--- src/scd_pkg.sv ---
// shared types, constants and lookup tables of the set 1 scan code decoder
package scd_pkg;

   localparam int MAP_ENTRIES = 128;
   localparam int MAP_IDX_W   = $clog2(MAP_ENTRIES);
   localparam int FLAG_W      = 7;
   localparam int LED_W       = 3;

   localparam logic [1:0] KIND_NONE  = 2'd0;
   localparam logic [1:0] KIND_PRESS = 2'd1;
   localparam logic [1:0] KIND_SEND  = 2'd2;

   localparam logic [7:0] SC_E0       = 8'hE0;
   localparam logic [7:0] SC_E1       = 8'hE1;
   localparam logic [7:0] SC_PAUSE_1  = 8'h1D;
   localparam logic [7:0] SC_PAUSE_2  = 8'h45;
   localparam logic [7:0] SC_LSHIFT   = 8'h2A;
   localparam logic [7:0] SC_RSHIFT   = 8'h36;
   localparam logic [7:0] SC_ERROR    = 8'hFF;
   localparam logic [7:0] SC_ACK      = 8'hFA;
   localparam logic [7:0] SC_RESEND   = 8'hFE;
   localparam logic [7:0] SC_NULL     = 8'h00;
   localparam logic [7:0] SC_E0_LIMIT = 8'd96;
   localparam logic [7:0] PAUSE_CODE  = 8'd119;

   localparam logic [7:0] CMD_ENABLE  = 8'hF4;
   localparam logic [7:0] CMD_SET_LED = 8'hED;

   // keymap: character in the low byte, modifier bits in the high byte
   localparam logic [15:0] KEYMAP [MAP_ENTRIES] = '{
      16'h0000, 16'h001B, 16'h0031, 16'h0032, 16'h0033, 16'h0034, 16'h0035, 16'h0036,
      16'h0037, 16'h0038, 16'h0039, 16'h0030, 16'h002D, 16'h005E, 16'h0008, 16'h0009,
      16'h0071, 16'h0077, 16'h0065, 16'h0072, 16'h0074, 16'h0079, 16'h0075, 16'h0069,
      16'h006F, 16'h0070, 16'h005B, 16'h005D, 16'h000A, 16'h0800, 16'h0061, 16'h0073,
      16'h0064, 16'h0066, 16'h0067, 16'h0068, 16'h006A, 16'h006B, 16'h006C, 16'h003B,
      16'h0027, 16'h0060, 16'h1000, 16'h005C, 16'h007A, 16'h0078, 16'h0063, 16'h0076,
      16'h0062, 16'h006E, 16'h006D, 16'h002C, 16'h002E, 16'h002F, 16'h1000, 16'h002A,
      16'h0200, 16'h0020, 16'h2000, 16'h0080, 16'h0081, 16'h0082, 16'h0083, 16'h0084,
      16'h0085, 16'h0086, 16'h0087, 16'h0088, 16'h0089, 16'h4000, 16'h8000, 16'h0037,
      16'h0038, 16'h0039, 16'h002D, 16'h0034, 16'h0035, 16'h0036, 16'h002B, 16'h0031,
      16'h0032, 16'h0033, 16'h0030, 16'h002E, 16'h0000, 16'h0000, 16'h0000, 16'h008A,
      16'h008B, 16'h0000, 16'h0000, 16'h0000, 16'h0000, 16'h0000, 16'h0000, 16'h0000,
      16'h0000, 16'h000A, 16'h0800, 16'h002F, 16'h009A, 16'h0400, 16'h0000, 16'h0092,
      16'h0097, 16'h0094, 16'h0096, 16'h0099, 16'h0093, 16'h0098, 16'h0095, 16'h0090,
      16'h0000, 16'h0000, 16'h0000, 16'h0000, 16'h0000, 16'h0000, 16'h0000, 16'h0000,
      16'h0000, 16'h0000, 16'h0000, 16'h0000, 16'h0000, 16'h0000, 16'h0000, 16'h0000
   };

   // remap of extended codes, zero where no entry exists
   function automatic logic [7:0] e0_remap(input logic [MAP_IDX_W-1:0] idx);
      logic [7:0] res;
      case (idx)
         7'h1C: res = 8'd97;
         7'h1D: res = 8'd98;
         7'h35: res = 8'd99;
         7'h37: res = 8'd100;
         7'h38: res = 8'd101;
         7'h47: res = 8'd103;
         7'h48: res = 8'd104;
         7'h49: res = 8'd105;
         7'h4B: res = 8'd106;
         7'h4D: res = 8'd107;
         7'h4F: res = 8'd108;
         7'h50: res = 8'd109;
         7'h51: res = 8'd110;
         7'h52: res = 8'd111;
         default: res = 8'd0;
      endcase
      return res;
   endfunction

   typedef struct packed {
      logic                 led_change;
      logic [LED_W-1:0]     leds;
      logic                 press;
      logic [MAP_IDX_W-1:0] code;
      logic [15:0]          key_value;
      logic [FLAG_W-1:0]    flags;
   } scd_item_type;

endpackage

--- src/scd_front.sv ---
// front end: prefix tracking, filtering, modifier and led state, item classification
module scd_front (
   input  logic                 clock,
   input  logic                 reset,
   input  logic                 req_valid,
   input  logic [7:0]           req_scancode,
   output logic                 req_stall,
   input  logic                 queue_full,
   output logic                 push,
   output scd_pkg::scd_item_type item
);
   import scd_pkg::*;

   typedef enum logic [1:0] {
      PFX_NONE,
      PFX_E0,
      PFX_E1,
      PFX_E1_1D
   } prefix_type;

   prefix_type        prefix_ff, prefix_in;
   logic [FLAG_W-1:0] mod_ff, mod_in;
   logic [LED_W-1:0]  led_ff, leds_new;
   logic [7:0]        code;
   logic              drop;
   logic [15:0]       key;
   logic [FLAG_W-1:0] key_bit;
   logic              is_lock;

   assign req_stall = queue_full;
   assign push      = req_valid && !queue_full;

   always_comb begin
      drop      = 1'b0;
      prefix_in = PFX_NONE;
      code      = req_scancode;
      case (prefix_ff)
         PFX_E0: begin
            if (req_scancode == SC_LSHIFT || req_scancode == SC_RSHIFT ||
                req_scancode >= SC_E0_LIMIT) begin
               drop = 1'b1;
            end else begin
               code = e0_remap(req_scancode[MAP_IDX_W-1:0]);
            end
         end
         PFX_E1: begin
            if (req_scancode == SC_PAUSE_1) begin
               drop      = 1'b1;
               prefix_in = PFX_E1_1D;
            end
         end
         PFX_E1_1D: begin
            if (req_scancode == SC_PAUSE_2) begin
               code = PAUSE_CODE;
            end
         end
         default: begin
         end
      endcase
      if (!drop) begin
         if (code == SC_ERROR || code == SC_ACK || code == SC_RESEND || code == SC_NULL) begin
            drop = 1'b1;
         end else if (code == SC_E0) begin
            drop      = 1'b1;
            prefix_in = PFX_E0;
         end else if (code == SC_E1) begin
            drop      = 1'b1;
            prefix_in = PFX_E1;
         end
      end

      key     = KEYMAP[code[MAP_IDX_W-1:0]];
      key_bit = key[15:9];
      is_lock = |key[15:13];

      mod_in = mod_ff;
      if (!drop && key[7:0] == 8'd0) begin
         if (code[7]) begin
            if (!is_lock) begin
               mod_in = mod_ff & ~key_bit;
            end
         end else if (is_lock) begin
            mod_in = mod_ff ^ key_bit;
         end else begin
            mod_in = mod_ff | key_bit;
         end
      end

      // led byte: bit2 caps, bit1 num, bit0 scroll
      leds_new = {mod_in[4], mod_in[5], mod_in[6]};

      item.led_change = !drop && (leds_new != led_ff);
      item.leds       = leds_new;
      item.press      = !drop && !code[7];
      item.code       = code[MAP_IDX_W-1:0];
      item.key_value  = key;
      item.flags      = mod_in;
   end

   always_ff @(posedge clock) begin
      if (reset) begin
         prefix_ff <= PFX_NONE;
         mod_ff    <= '0;
         led_ff    <= '0;
      end else if (push) begin
         prefix_ff <= prefix_in;
         mod_ff    <= mod_in;
         led_ff    <= leds_new;
      end
   end

endmodule

--- src/scd_queue.sv ---
// short fifo of classified items between front and back
module scd_queue #(
   parameter int DEPTH = 4
) (
   input  logic                  clock,
   input  logic                  reset,
   input  logic                  push,
   input  scd_pkg::scd_item_type push_item,
   input  logic                  pop,
   output logic                  full,
   output logic                  head_valid,
   output scd_pkg::scd_item_type head_item
);
   import scd_pkg::*;

   localparam int AW = $clog2(DEPTH);
   localparam int CW = $clog2(DEPTH + 1);

   scd_item_type  slot_ff [DEPTH];
   logic [AW-1:0] wr_ptr_ff, rd_ptr_ff;
   logic [CW-1:0] count_ff;

   assign full       = (count_ff == CW'(DEPTH));
   assign head_valid = (count_ff != '0);
   assign head_item  = slot_ff[rd_ptr_ff];

   always_ff @(posedge clock) begin
      if (push) begin
         slot_ff[wr_ptr_ff] <= push_item;
      end
   end

   always_ff @(posedge clock) begin
      if (reset) begin
         wr_ptr_ff <= '0;
         rd_ptr_ff <= '0;
         count_ff  <= '0;
      end else begin
         if (push) begin
            wr_ptr_ff <= (wr_ptr_ff == AW'(DEPTH - 1)) ? '0 : wr_ptr_ff + 1'b1;
         end
         if (pop) begin
            rd_ptr_ff <= (rd_ptr_ff == AW'(DEPTH - 1)) ? '0 : rd_ptr_ff + 1'b1;
         end
         if (push && !pop) begin
            count_ff <= count_ff + 1'b1;
         end else if (pop && !push) begin
            count_ff <= count_ff - 1'b1;
         end
      end
   end

endmodule

--- src/scd_back.sv ---
// back end: expands each item into its result beats through an output register
module scd_back (
   input  logic                  clock,
   input  logic                  reset,
   input  logic                  head_valid,
   input  scd_pkg::scd_item_type head_item,
   output logic                  pop,
   output logic                  rsp_valid,
   input  logic                  rsp_stall,
   output logic [1:0]            rsp_kind,
   output logic [7:0]            rsp_data_byte,
   output logic [15:0]           rsp_key_value,
   output logic [6:0]            rsp_modifier_flags,
   output logic                  rsp_last
);
   import scd_pkg::*;

   logic [1:0]        step_ff;
   logic              rsp_valid_ff;
   logic [1:0]        rsp_kind_ff;
   logic [7:0]        rsp_data_byte_ff;
   logic [15:0]       rsp_key_value_ff;
   logic [FLAG_W-1:0] rsp_flags_ff;
   logic              rsp_last_ff;

   logic              load;
   logic [1:0]        kind_in;
   logic [7:0]        data_in;
   logic [15:0]       key_in;
   logic              last_in;

   assign load = head_valid && (!rsp_valid_ff || !rsp_stall);
   assign pop  = load && last_in;

   always_comb begin
      kind_in = KIND_PRESS;
      data_in = {1'b0, head_item.code};
      key_in  = head_item.key_value;
      last_in = 1'b1;
      if (head_item.led_change) begin
         case (step_ff)
            2'd0: begin
               kind_in = KIND_SEND;
               data_in = CMD_ENABLE;
               key_in  = '0;
               last_in = 1'b0;
            end
            2'd1: begin
               kind_in = KIND_SEND;
               data_in = CMD_SET_LED;
               key_in  = '0;
               last_in = 1'b0;
            end
            2'd2: begin
               kind_in = KIND_SEND;
               data_in = {5'd0, head_item.leds};
               key_in  = '0;
               last_in = !head_item.press;
            end
            default: begin
            end
         endcase
      end else if (!head_item.press) begin
         kind_in = KIND_NONE;
         data_in = '0;
         key_in  = '0;
      end
   end

   always_ff @(posedge clock) begin
      if (reset) begin
         step_ff      <= '0;
         rsp_valid_ff <= 1'b0;
      end else begin
         if (load) begin
            rsp_valid_ff <= 1'b1;
            step_ff      <= last_in ? 2'd0 : step_ff + 2'd1;
         end else if (!rsp_stall) begin
            rsp_valid_ff <= 1'b0;
         end
      end
   end

   always_ff @(posedge clock) begin
      if (load) begin
         rsp_kind_ff      <= kind_in;
         rsp_data_byte_ff <= data_in;
         rsp_key_value_ff <= key_in;
         rsp_flags_ff     <= head_item.flags;
         rsp_last_ff      <= last_in;
      end
   end

   assign rsp_valid          = rsp_valid_ff;
   assign rsp_kind           = rsp_kind_ff;
   assign rsp_data_byte      = rsp_data_byte_ff;
   assign rsp_key_value      = rsp_key_value_ff;
   assign rsp_modifier_flags = rsp_flags_ff;
   assign rsp_last           = rsp_last_ff;

`ifndef NO_ASSERTIONS
   a_step_advance: assert property (@(posedge clock) disable iff (reset)
      load && !last_in |=> step_ff == 2'($past(step_ff) + 2'd1))
      else $error("step counter did not advance");
   a_mid_item_head: assert property (@(posedge clock) disable iff (reset)
      step_ff != 2'd0 |-> head_valid)
      else $error("queue head lost in the middle of an item");
   a_fourth_beat: assert property (@(posedge clock) disable iff (reset)
      step_ff == 2'd3 |-> head_item.led_change && head_item.press)
      else $error("fourth beat without led update and press");
   a_none_is_last: assert property (@(posedge clock) disable iff (reset)
      rsp_valid_ff && rsp_kind_ff == KIND_NONE |-> rsp_last_ff)
      else $error("empty result not marked last");
`endif

endmodule

--- src/ps2_set1_scancode_decoder.sv ---
// top level of the set 1 scan code decoder
// first result beat of a byte: through the item queue, then the output register
// throughput: one input beat per cycle while the item queue has room; the output
//   register gives one result beat per cycle unless rsp_stall holds it, 1 to 4
//   beats per byte, so the back end sets the sustained rate
// reset: synchronous; clears prefix, modifier and led state, the queue and the output
module ps2_set1_scancode_decoder #(
   parameter int QUEUE_DEPTH = 4
) (
   input  logic        clock,
   input  logic        reset,
   input  logic        req_valid,
   output logic        req_stall,
   input  logic [7:0]  req_scancode,
   output logic        rsp_valid,
   input  logic        rsp_stall,
   output logic [1:0]  rsp_kind,
   output logic [7:0]  rsp_data_byte,
   output logic [15:0] rsp_key_value,
   output logic [6:0]  rsp_modifier_flags,
   output logic        rsp_last
);
   import scd_pkg::*;

   scd_item_type push_item, head_item;
   logic         push, pop, queue_full, head_valid;

   scd_front u_front (
      .clock        (clock),
      .reset        (reset),
      .req_valid    (req_valid),
      .req_scancode (req_scancode),
      .req_stall    (req_stall),
      .queue_full   (queue_full),
      .push         (push),
      .item         (push_item)
   );

   scd_queue #(
      .DEPTH (QUEUE_DEPTH)
   ) u_queue (
      .clock      (clock),
      .reset      (reset),
      .push       (push),
      .push_item  (push_item),
      .pop        (pop),
      .full       (queue_full),
      .head_valid (head_valid),
      .head_item  (head_item)
   );

   scd_back u_back (
      .clock              (clock),
      .reset              (reset),
      .head_valid         (head_valid),
      .head_item          (head_item),
      .pop                (pop),
      .rsp_valid          (rsp_valid),
      .rsp_stall          (rsp_stall),
      .rsp_kind           (rsp_kind),
      .rsp_data_byte      (rsp_data_byte),
      .rsp_key_value      (rsp_key_value),
      .rsp_modifier_flags (rsp_modifier_flags),
      .rsp_last           (rsp_last)
   );

endmodule
--- config.mk ---
export PLATFORM = sky130hd
export DESIGN_NAME = ps2_set1_scancode_decoder
export DESIGN_NICKNAME = d
export VERILOG_FILES = /design/src/scd_pkg.sv /design/src/scd_front.sv /design/src/scd_queue.sv /design/src/scd_back.sv /design/src/ps2_set1_scancode_decoder.sv
export SDC_FILE = /design/constraint.sdc
export NUM_CORES = 1
export LEC_CHECK = 0
export ABC_AREA = 1
export BUFFER_PORTS_ARGS = -buffer_cell sky130_fd_sc_hd__buf_4
export CAP_MARGIN = 20
export CELL_PAD_IN_SITES_DETAIL_PLACEMENT = 1
export CELL_PAD_IN_SITES_GLOBAL_PLACEMENT = 1
export CORE_MARGIN = 2
export CORE_UTILIZATION = 40
export CTS_CLUSTER_SIZE = 40
export DETAILED_ROUTE_END_ITERATION = 16
export PLACE_DENSITY_LB_ADDON = 0.1
export SKIP_LAST_GASP = 1
export SYNTH_ARGS = -nofsm -noshare
export SYNTH_HDL_FRONTEND = slang
export SYNTH_SLANG_ARGS = --single-unit
export TNS_END_PERCENT = 50
--- constraint.sdc ---
create_clock -name clock -period 6.4 [get_ports clock]
set_input_delay 0.64 -clock clock [delete_from_list [all_inputs] [get_ports clock]]
set_output_delay 0.64 -clock clock [all_outputs]
set_load 0.01 [all_outputs]
==> flow_metrics.tcl <==
set metrics [dict create \
    start_util 0.408 \
    p_sw_uw 1680 \
    io_pins 48 \
    slew_violations 0 \
    end_kind "register" \
    synthXorXnorAreaFrac 0.000911 \
    postSynthCellCount 1097 \
    grt_max_degree 63 \
    grt_setup_unrepaired "false" \
    cts_max_level 4 \
    clock_tree.root_cell "clkbuf_16" \
    yosysMostFrequentCell "nand2_1" \
    whs_path_depth 2 \
    power.share.switching 0.389 \
    async_flop_share 0 \
    synthMuxAreaShare 0 \
    synthSimpleGateAreaFrac 0.237 \
    max_cap_viol_count 0 \
    synth_area_leader_cell "edfxtp_1" \
    hold_class "in -> reg" \
    wl_per_cell_um 18.8 \
    comb_power_share 0.377 \
    p_int_uw 2640 \
    syn2layout_area_growth_pct 11.9 \
    period_minus_slack_ps 4890 \
    grt_usage 0.216 \
    ff2ff_path_depth 18 \
    holdPathEnd "u_back.step_ff[1]$_SDFFE_PP0P_" \
    avgSynthCellArea_um2 8.77 \
    pwr-share-clk 0.228 \
    yosys_register_bits 178 \
    netlist_area_um2 9620 \
    max_clock_freq_mhz 205 \
    worstSetupStartpointType "register" \
    fp.coreArea_um2 23500 \
    ys_seq_area_frac 0.534 \
    hold_viol 0 \
    p_per_area_nw_per_um2 401 \
    ir_worst_vdd_mv 0.208 \
    reg2reg_slack_ps 1510 \
    io_buffers 46 \
    clock_skew_ps 11.5 \
    synth_fa_ha_area_frac 0.0489 \
    required_ps 6550 \
    cts_tree "done" \
    drtPass1Iterations 5 \
    nets 1172 \
    viasPerCell 5.26 \
    synth_edf_count 157 \
    worstMarginPinSlew_ps 1000 \
    cts_resized 0 \
    ant_nets 0 \
    cts_hold_buf 0 \
    seqPwrFrac 0.395 \
    yosys.area.top_type_share 0.490 \
    yosys_most_used_dff "edfxtp_1" \
    reg2reg_to "u_queue.slot_ff[3][34]$_DFFE_PP_" \
    num_vias 7657 \
    drtIter0Drc 511 \
    hpwlAfterDp_um 18900 \
    fillers 2823 \
    dp_slack_ps 1230 \
    status "completed" \
    diodes 0 \
    drc_errors 0 \
    timing.rr.start "u_front.prefix_ff[1]$_SDFFE_PP0P_" \
    crit_arrival_ps 5040 \
    die_w_um 159 \
    cts.sinks 178 \
    synth-compound-area-share 0.104 \
    leakagePower_uw 0.00454 \
    worstSkewPairLatency_ps 440 \
    fp.dieH_um 159 \
    relSlewSlack 0.332 \
    crit_start "u_front.prefix_ff[1]$_SDFFE_PP0P_" \
    netlist_top_cells_count "225 x nand2_1, 177 x nor2_1, 157 x edfxtp_1" \
    cts-buffers-inserted 17 \
    antenna_found_initial 0 \
    yosys_warnings 0 \
    hp-start "reset" \
    final.setup.worst_slack_ps 1510 \
    finalCritPeriodShare 0.764 \
    grt_pass1_vias 7797 \
    grt_pass1_wl_um 42900 \
    rows 56 \
    synth_area_leaders "edfxtp_1 49%, nand2_1 8.8%, nor2_1 6.9%, ha_1 4.7%, o21ai_0 4.5%" \
    yosys.cell_types.count 45 \
    tns_ps 0 \
    path_class "reg -> reg" \
    post_cts.repair.setup_buffers 0 \
    cts.reportedPaths.clkPinSlew_ps 80 \
    gr-total-overflow 0 \
    die_area_um2 25300 \
    drt_wl_total_um 27300 \
    setup_violations 0 \
    routabilityCongestion 0.892 \
    drive_above_1_share 0.121 \
    clockBufferDepth 2 \
    synth_top_family_by_area "simple AND/OR/NAND/NOR gates" \
    critPathMaxFanout 15 \
    syn-num-nets 1146 \
]
worst max path at each step:
stage,to,depth (start not counted)
final,u_queue.slot_ff[3][34]$_DFFE_PP_,18
after global placement,u_queue.slot_ff[3][34]$_DFFE_PP_,21
after detailed placement,u_queue.slot_ff[2][34]$_DFFE_PP_,21
after CTS,u_queue.slot_ff[3][34]$_DFFE_PP_,18
after floorplan,u_queue.count_ff[1]$_SDFFE_PP0P_,11
after global routing,u_queue.slot_ff[0][34]$_DFFE_PP_,18
through the flow:
| step | utilization | hold WS (ps) | area [µm²] | instances | power [µW] |
|---|---|---|---|---|---|
| finish | 0.457 | 504 | 10800 | 1455 | 4320 |
| global route | 0.457 | 519 | 10800 | 1455 | 4590 |
| CTS | 0.457 | 492 | 10800 | 1455 | 4350 |
| detailed placement | 0.433 | 506 | 10200 | 1423 | 3360 |
| global placement | 0.432 | 502 | 10200 | 1422 | 3320 |
| floorplan | - | 464 | 9620 | 1097 | 2750 |
worst max-delay path, stage by stage (launching register included):
cell and delay [ps]:
dfxtp_1 340, inv_1 70, ha_1 400, inv_1 130
nor2_1 170, nand2_2 140, o21ai_2 290, inv_1 460
a21oi_1 900, nand3_1 250, nand3_1 380, inv_1 300
nand2_1 120, nand3_1 70, nand2_1 80, nand3b_1 170
nor2_1 60, nor2_1 100, nand2_1 130
power groups by stage:
stage               clock (µW)  sequential (µW)  combinational [µW]
floorplan                    0             1780                 965
global placement             0             1720                1600
detailed placement           0             1730                1630
CTS                        997             1710                1650
global route              1040             1730                1820
finish                     984             1700                1630
cells in the final DEF (no fill, tap or decap), types with 2 or more instances in the layout:
| master | instances |
|---|---|
| clkbuf_16 | 17 |
| clkinv_1 | 2 |
| a221oi_1 | 2 |
| dfxtp_1 | 20 |
| clkinvlp_4 | 6 |
| edfxtp_1 | 157 |
| inv_4 | 3 |
| inv_8 | 4 |
| o22ai_1 | 18 |
| nand2_1 | 225 |
| inv_6 | 3 |
| nor3_1 | 5 |
| nor2_1 | 173 |
| nand2_2 | 11 |
| nand3_1 | 85 |
| o211ai_1 | 2 |
| a32oi_1 | 2 |
| inv_1 | 100 |
| nand3_2 | 4 |
| nand4_1 | 12 |
| ha_1 | 36 |
| buf_4 | 54 |
| inv_2 | 11 |
| a32o_1 | 3 |
| o21ai_1 | 7 |
| nor2_2 | 6 |
| o21ai_0 | 86 |
| nand2_4 | 2 |
| o21ai_2 | 3 |
| a21oi_1 | 53 |
| nor2_4 | 5 |
kinds of logic (layout without fill, tap and decap cells):
group	after synthesis	count (layout)
AO/OA/AOI/OAI	183	183
XOR/XNOR	1	1
adder cells (fa/ha/maj)	37	37
buffers and inverters	164	203
flip-flops	178	178
other	1	1
AND/OR/NAND/NOR	533	533
layer usage:
layer  routed length, µm  GRT usage
met1               12700      0.286
met2               13300      0.370
met3                 704     0.0271
met4                 551     0.0686
met5                   0          0
flip-flops by register name, indices dropped and copies added, names as in the netlist, named ones only:
signal and flops:
u_front.led_ff 2, u_back.rsp_data_byte 8, u_back.rsp_kind 2, u_back.step_ff 2, u_back.rsp_valid 1, u_queue.wr_ptr_ff 2
u_front.mod_ff 5, u_front.prefix_ff 2, u_back.rsp_modifier_flags 7, u_back.rsp_last 1, u_queue.rd_ptr_ff 2, u_queue.count_ff 3
u_queue.slot_ff 124, u_back.rsp_key_value 15
layout make-up:
cell class | count | area [µm²] | area share
Timing Repair Buffer | 55 | 425 | 0.0396
Clock inverter | 14 | 125 | 0.0116
Sequential cell | 178 | 5140 | 0.478
Inverter | 116 | 443 | 0.0412
Tap cell | 319 | 399 | 0.0371
Multi-Input combinational cell | 755 | 3800 | 0.353
Clock buffer | 18 | 429 | 0.0399
Power figures use the tool's default switching activity.
